===== config.mk =====
export PLATFORM = sky130hd
export DESIGN_NAME = mask_match_instruction_decoder_unit
export DESIGN_NICKNAME = d
export VERILOG_FILES = /design/src/hdl/mmid_pkg.sv /design/src/hdl/mask_match_instruction_decoder_unit.sv /design/src/hdl/mmid_classify.sv
export SDC_FILE = /design/constraint.sdc
export NUM_CORES = 1
export LEC_CHECK = 0
export ABC_AREA = 1
export BUFFER_PORTS_ARGS = -buffer_cell sky130_fd_sc_hd__clkbuf_2
export CAP_MARGIN = 25
export CORE_ASPECT_RATIO = 0.6
export CORE_MARGIN = 4
export CORE_UTILIZATION = 39
export DETAILED_ROUTE_END_ITERATION = 8
export GPL_ROUTABILITY_DRIVEN = 0
export GPL_TIMING_DRIVEN = 0
export PLACE_DENSITY = 0.71
export SLEW_MARGIN = 20
export SYNTH_ARGS = -nofsm -noshare
export SYNTH_HDL_FRONTEND = slang
export SYNTH_HIERARCHICAL = 1
export SYNTH_SLANG_ARGS = --single-unit

===== constraint.sdc =====
create_clock -name aclk -period 5 [get_ports aclk]
set_clock_uncertainty 0.1 [all_clocks]
set_input_delay 0.5 -clock aclk [delete_from_list [all_inputs] [get_ports aclk]]
set_output_delay 0.5 -clock aclk [all_outputs]
set_load 0.01 [all_outputs]

===== src/hdl/mmid_pkg.sv =====
// ----------------------------------------------------------------------------
// mmid_pkg - shared types and constants of the mask/value instruction decoder
// Holds the 38-entry class table, the operand-use flags and the decode
// result type that travels from the classifier to the result register.
// ----------------------------------------------------------------------------
package mmid_pkg;

    localparam int NUM_CLASSES = 38;
    localparam int WORD_W      = 16;
    localparam int CLASS_W     = 6;
    localparam int ADDR_W      = 12;
    localparam int INDEX_W     = ADDR_W - 1;
    localparam int REG_W       = 3;
    localparam int IMM_W       = 8;
    localparam int TGT_W       = 12;

    // Operand-use flags, one bit per field source
    localparam logic [7:0] USE_NONE = 8'h00;
    localparam logic [7:0] USE_DST  = 8'h01;
    localparam logic [7:0] USE_S1   = 8'h02;
    localparam logic [7:0] USE_S2   = 8'h04;
    localparam logic [7:0] USE_IMM  = 8'h08;
    localparam logic [7:0] USE_TGT  = 8'h10;
    localparam logic [7:0] USE_PID  = 8'h20;
    localparam logic [7:0] USE_S1HI = 8'h40;
    localparam logic [7:0] USE_S1TP = 8'h80;

    localparam logic [7:0] USE_ALU3 = USE_DST | USE_S1 | USE_S2;

    typedef struct packed {
        logic [WORD_W-1:0] mask;
        logic [WORD_W-1:0] value;
        logic [7:0]        uses;
    } class_entry_t;

    // Classes in priority order: the first entry that matches wins
    localparam class_entry_t CLASS_TABLE [NUM_CLASSES] = '{
        '{16'hF000, 16'h0000, USE_TGT},            // jmp
        '{16'hF000, 16'h1000, USE_TGT},            // call
        '{16'hF000, 16'h2000, USE_TGT},            // bltu
        '{16'hF000, 16'h3000, USE_TGT},            // bleu
        '{16'hF000, 16'h4000, USE_TGT},            // blts
        '{16'hF000, 16'h5000, USE_TGT},            // bles
        '{16'hF000, 16'h6000, USE_TGT},            // beq
        '{16'hF000, 16'h7000, USE_TGT},            // bne
        '{16'hFFFF, 16'h9003, USE_NONE},           // nop
        '{16'hFFFF, 16'h9007, USE_NONE},           // halt
        '{16'hFFFF, 16'h900B, USE_NONE},           // ret
        '{16'hFFFF, 16'h900F, USE_NONE},           // enzr
        '{16'hFFFF, 16'h9013, USE_NONE},           // dszr
        '{16'hFF1F, 16'h9000, USE_S1},             // push
        '{16'hFF1F, 16'h9004, USE_S1},             // wrss
        '{16'hFF1F, 16'h9008, USE_S1},             // wrds
        '{16'hFF1F, 16'h900C, USE_S1},             // wrsp
        '{16'hF8FF, 16'h9001, USE_DST},            // pop
        '{16'hF8FF, 16'h9005, USE_DST},            // rdss
        '{16'hF8FF, 16'h9009, USE_DST},            // rdds
        '{16'hF8FF, 16'h900D, USE_DST},            // rdsp
        '{16'hFF03, 16'h9800, USE_S1 | USE_PID},   // out
        '{16'hF8E3, 16'h9801, USE_DST | USE_PID},  // in
        '{16'hF81F, 16'h9002, USE_DST | USE_S1},   // mov
        '{16'hF81F, 16'h9006, USE_DST | USE_S1},   // not
        '{16'hF81F, 16'h900A, USE_DST | USE_S1},   // ldr
        '{16'hF81F, 16'h900E, USE_DST | USE_S1},   // str
        '{16'hF803, 16'h8000, USE_ALU3},           // add
        '{16'hF803, 16'h8001, USE_ALU3},           // sub
        '{16'hF803, 16'h8002, USE_ALU3},           // adc
        '{16'hF803, 16'h8003, USE_ALU3},           // sbc
        '{16'hF803, 16'h8800, USE_ALU3},           // and
        '{16'hF803, 16'h8801, USE_ALU3},           // or
        '{16'hF803, 16'h8802, USE_ALU3},           // xor
        '{16'hF800, 16'hA000, USE_DST | USE_IMM},  // ldi
        '{16'hF800, 16'hA800, USE_DST | USE_IMM},  // srldr
        '{16'hF800, 16'hB000, USE_S1HI | USE_IMM}, // srstr
        '{16'hC000, 16'hC000, USE_DST | USE_S1TP | USE_IMM} // addi
    };

    typedef struct packed {
        logic [ADDR_W-1:0]  byte_address;
        logic               found;
        logic [CLASS_W-1:0] class_index;
        logic [REG_W-1:0]   dest_reg;
        logic [REG_W-1:0]   first_source;
        logic [REG_W-1:0]   second_source;
        logic [IMM_W-1:0]   imm_byte;
        logic [TGT_W-1:0]   jump_target;
        logic [REG_W-1:0]   port_id;
    } dec_result_t;

endpackage


===== src/hdl/mask_match_instruction_decoder_unit.sv =====
// ----------------------------------------------------------------------------
// mask_match_instruction_decoder_unit - 16-bit instruction word decoder
// Input register, table classifier and result register with a word counter.
// ----------------------------------------------------------------------------
// Usage:
//   The s_ channel takes one instruction word per beat; the m_ channel returns
//   one decode beat per word, in order: byte address, found flag, class index
//   and the operand fields of the matched class (unused fields are zero).
//   A word accepted on s_ is captured in the input register, decoded, and
//   then captured in the result register, which drives m_.
//   Throughput is one word per cycle while m_ready is high, set by the single
//   pass of mask compares between the input register and the result register.
//   The byte address counts accepted words times two and wraps at 4096.
//   A synchronous low aresetn empties both registers and clears the counter.
//   When m_ready is low, the result register holds; the input register still
//   takes one more word, and s_ready then drops until the result drains.
// ----------------------------------------------------------------------------
module mask_match_instruction_decoder_unit
    import mmid_pkg::*;
(
    input  logic                aclk,
    input  logic                aresetn,
    input  logic                s_valid,
    output logic                s_ready,
    input  logic [WORD_W-1:0]   s_instr_word,
    output logic                m_valid,
    input  logic                m_ready,
    output logic [ADDR_W-1:0]   m_byte_address,
    output logic                m_found,
    output logic [CLASS_W-1:0]  m_class_index,
    output logic [REG_W-1:0]    m_dest_reg,
    output logic [REG_W-1:0]    m_first_source,
    output logic [REG_W-1:0]    m_second_source,
    output logic [IMM_W-1:0]    m_imm_byte,
    output logic [TGT_W-1:0]    m_jump_target,
    output logic [REG_W-1:0]    m_port_id
);

    logic               in_valid_reg;
    logic [WORD_W-1:0]  in_word_reg;
    logic [ADDR_W-1:0]  in_addr_reg;
    logic [INDEX_W-1:0] word_index_reg;
    logic [INDEX_W-1:0] word_index_next;
    logic               out_valid_reg;
    dec_result_t        out_reg;
    dec_result_t        dec_next;
    logic               out_load;
    logic               in_load;

    // Advance each stage when the stage after it has room
    assign out_load        = !out_valid_reg || m_ready;
    assign s_ready         = !in_valid_reg || out_load;
    assign in_load         = s_valid && s_ready;
    assign word_index_next = word_index_reg + INDEX_W'(1);

    // Input register and word counter
    always_ff @(posedge aclk) begin
        if (!aresetn) begin
            in_valid_reg   <= 1'b0;
            word_index_reg <= '0;
        end else begin
            if (s_ready) begin
                in_valid_reg <= s_valid;
            end
            if (in_load) begin
                word_index_reg <= word_index_next;
            end
        end
    end

    always_ff @(posedge aclk) begin
        if (in_load) begin
            in_word_reg <= s_instr_word;
            in_addr_reg <= {word_index_reg, 1'b0};
        end
    end

    mmid_classify u_classify (
        .word         (in_word_reg),
        .byte_address (in_addr_reg),
        .result       (dec_next)
    );

    // Result register
    always_ff @(posedge aclk) begin
        if (!aresetn) begin
            out_valid_reg <= 1'b0;
        end else if (out_load) begin
            out_valid_reg <= in_valid_reg;
        end
    end

    always_ff @(posedge aclk) begin
        if (out_load && in_valid_reg) begin
            out_reg <= dec_next;
        end
    end

    assign m_valid         = out_valid_reg;
    assign m_byte_address  = out_reg.byte_address;
    assign m_found         = out_reg.found;
    assign m_class_index   = out_reg.class_index;
    assign m_dest_reg      = out_reg.dest_reg;
    assign m_first_source  = out_reg.first_source;
    assign m_second_source = out_reg.second_source;
    assign m_imm_byte      = out_reg.imm_byte;
    assign m_jump_target   = out_reg.jump_target;
    assign m_port_id       = out_reg.port_id;

endmodule


===== src/hdl/mmid_classify.sv =====
// ----------------------------------------------------------------------------
// mmid_classify - table match and operand extraction
// Compares one word against every class entry in parallel, picks the first
// hit in table order and gates each operand field by the class's use flags.
// ----------------------------------------------------------------------------
module mmid_classify
    import mmid_pkg::*;
(
    input  logic [WORD_W-1:0] word,
    input  logic [ADDR_W-1:0] byte_address,
    output dec_result_t       result
);

    logic               hit;
    logic [CLASS_W-1:0] hit_index;
    logic [7:0]         uses;

    // Scan from the last entry down so the lowest matching index wins
    always_comb begin
        hit       = 1'b0;
        hit_index = '0;
        uses      = USE_NONE;
        for (int k = NUM_CLASSES - 1; k >= 0; k--) begin
            if ((word & CLASS_TABLE[k].mask) == CLASS_TABLE[k].value) begin
                hit       = 1'b1;
                hit_index = CLASS_W'(k);
                uses      = CLASS_TABLE[k].uses;
            end
        end
    end

    // Gate operand fields; unused fields read as zero
    always_comb begin
        result               = '0;
        result.byte_address  = byte_address;
        result.found         = hit;
        result.class_index   = hit_index;
        if ((uses & USE_DST) != USE_NONE) begin
            result.dest_reg = word[10:8];
        end
        if ((uses & USE_S1) != USE_NONE) begin
            result.first_source = word[7:5];
        end
        if ((uses & USE_S1HI) != USE_NONE) begin
            result.first_source = word[10:8];
        end
        if ((uses & USE_S1TP) != USE_NONE) begin
            result.first_source = word[13:11];
        end
        if ((uses & USE_S2) != USE_NONE) begin
            result.second_source = word[4:2];
        end
        if ((uses & USE_IMM) != USE_NONE) begin
            result.imm_byte = word[7:0];
        end
        if ((uses & USE_TGT) != USE_NONE) begin
            result.jump_target = word[11:0];
        end
        if ((uses & USE_PID) != USE_NONE) begin
            result.port_id = word[4:2];
        end
    end

endmodule


==> metrics <==
result of the run=finished, final reports clean; Detailed Route WL=8870 um; Antenna Cells=0; Routed Antenna Nets=0; hold worst-path end=in_word_reg[4]; first-pass detailed-route iteration total=5; Peak supply drop=0.161 mV; r2r setup slk=2830 ps; Initial Utilization=0.409; crit path DAT=2170 ps; minimum clock period=2170 ps; CTS tree=done; post-layout util=0.498; initial DRC count=292; CP startpoint kind=flop; Fin. Hold Viols=0; number of buffers created by CTS=9; leakage=2.19 nW; Post-synth EDFFs=78; Worst-Skew Late Latency=340 ps; # hold bufs at CTS=0; largest net degree at the start of global routing=37; Syn Std Cell Area=0.00411 mm2; worst-path cell chain=inv_2 -> nand2_1 -> nor2_1 -> inv_1 -> nand2_1 -> nor2_1 -> nand3_1 -> nor2_1 -> nand3_1 -> buf_4; clock root buffer=clkbuf_16; CTS resizes=0; sequential share of the synthesized area=0.633; RSZ-0062 raised after global routing=no; Clock Sinks=91; Synth cell types=34; #FFs+latches synth=91; Syn Nets=415; Die W=141 um; CP Class=flop to flop; Worst Hold Class=input port to flop; # DRC=0; Top Ports=73; Final setup viols=0; Remaining Overflow, GRT=0; Reg-to-Reg Start=in_word_reg[11]; number of global-route vias before repair=2840; number of stages on the worst setup path=10; row count=28; die area=0.0123 mm2; Bufs and invs on worst path=3; Crit path largest cell delay=580 ps; # fillers=914; cell family with most CP delay=simple AND/OR/NAND/NOR gates; vias per cell=4.90; Reg clk slew, reported paths=60 ps; # Post-CTS Setup Buffers=0; required time of the critical path=5000 ps; fraction of layout cells with a size suffix above 1=0.290; antenna violations before repair=0; via count=3022; CP max stage cell=edfxtp_1; Syn Area/Cell=10.4 um2; Die Y=87.5 um; max FFs per register=16; final period utilization=0.434; setup_tns=0 ps; Worst Setup End Kind=flop; gr usage total=0.155; first-pass GRT wire length=14700 um; Cells after Synth=394; fraction of registers with async set/reset=0; Warnings, synthesis=6; maxcap violations=0; Fmax=461 MHz; input/output buffers=71; core area=0.0101 mm2; NumNets Final=499; area growth from synthesis to layout=21.9%; WL/cell=14.4 um; Top cell by count, worst path=nor2_1; r2r endpoint=m_found; Bufs on Longest Clock Path=2; WHS Path Cells=1; max-slew violations=0; Synth Flop Type=edfxtp_1; hpwl dp=6750 um; most frequent cells in the layout=edfxtp_1, clkbuf_2, nor2_1; Worst Hold Launch=s_instr_word[4]; r2r worst-path depth=10; Max FO, Critical Path=7; most common cell after layout, fill and taps aside=edfxtp_1; P per Cell Area=343 mW/mm2; H-Tree Depth=3
-- cells in the mapped netlist, types with 2 or more instances --
library cell / instances / area, um2
nand2_2: 7 / 43.8
nor3_1: 4 / 20.0
dfxtp_1: 13 / 260
nand2_4: 3 / 33.8
a22oi_1: 2 / 15.0
o21ai_0: 5 / 25.0
o21a_1: 2 / 15.0
nor2_1: 65 / 244
edfxtp_1: 78 / 2340
nor2_2: 5 / 31.3
buf_6: 2 / 22.5
nand2_1: 64 / 240
o211ai_1: 2 / 15.0
nand3_1: 28 / 140
inv_1: 45 / 169
nor2_4: 5 / 56.3
o21ai_1: 4 / 20.0
inv_2: 9 / 33.8
a211oi_2: 2 / 25.0
buf_4: 14 / 105
a21oi_1: 12 / 60.1
nand4_1: 11 / 68.8
-- how the worst max path moves through the flow --
stage,start,to,slack (ps)
2_1_floorplan,m_ready,m_byte_address[0],1400
3_3_place_gp,m_ready,m_jump_target[9],230
3_5_place_dp,in_word_reg[0],m_first_source[2],2940
4_1_cts,in_word_reg[11],m_found,2920
5_1_grt,in_word_reg[11],m_found,2730
6_report,in_word_reg[11],m_found,2830
-- metrics by stage --
stage                     cells  hold slack (ps)  power [mW]  setup slack (ps)  area (um2)
after global routing        617              225        1.79              2730        5010
final                       617              237        1.72              2830        5010
after global placement      600              363        1.03               229        4630
after CTS                   617              225        1.73              2920        5010
after floorplan             394              351       0.978              1400        4110
after detailed placement    602              367        1.04              2940        4700
-- final cells by class --
type	instances	area [um2]	area share
Clock inverter	4	76.3	0.0152
Multi-Input combinational cell	232	1180	0.236
Clock buffer	11	233	0.0465
Inverter	54	203	0.0405
Tap cell	135	169	0.0337
Timing Repair Buffer	73	410	0.0819
Sequential cell	91	2600	0.520
Buffer	17	131	0.0262
-- report_power, final --
part | switching, mW | total, mW | internal, mW
Clock | 0.259 | 0.695 | 0.436
Combinational | 0.0879 | 0.137 | 0.0491
Sequential | 0.0197 | 0.884 | 0.864
-- per-layer routing --
metal	share of wire	up-vias	GRT usage
met1	0.46	1363	0.214
met3	0.12	25	0.0543
met5	0	-	0
met4	0.022	0	0.0572
li1	-	1474	-
met2	0.40	160	0.227
-- cell families after synthesis --
family	count (synthesis)	synth area share
buffers and inverters	71	0.0813
AND/OR/NAND/NOR	197	0.228
other	1	0.000913
flip-flops	91	0.633
XOR/XNOR	1	0.00213
adder cells (fa/ha/maj)	1	0.00304
AO/OA/AOI/OAI	32	0.0509
(Power assumes the default switching activity.)
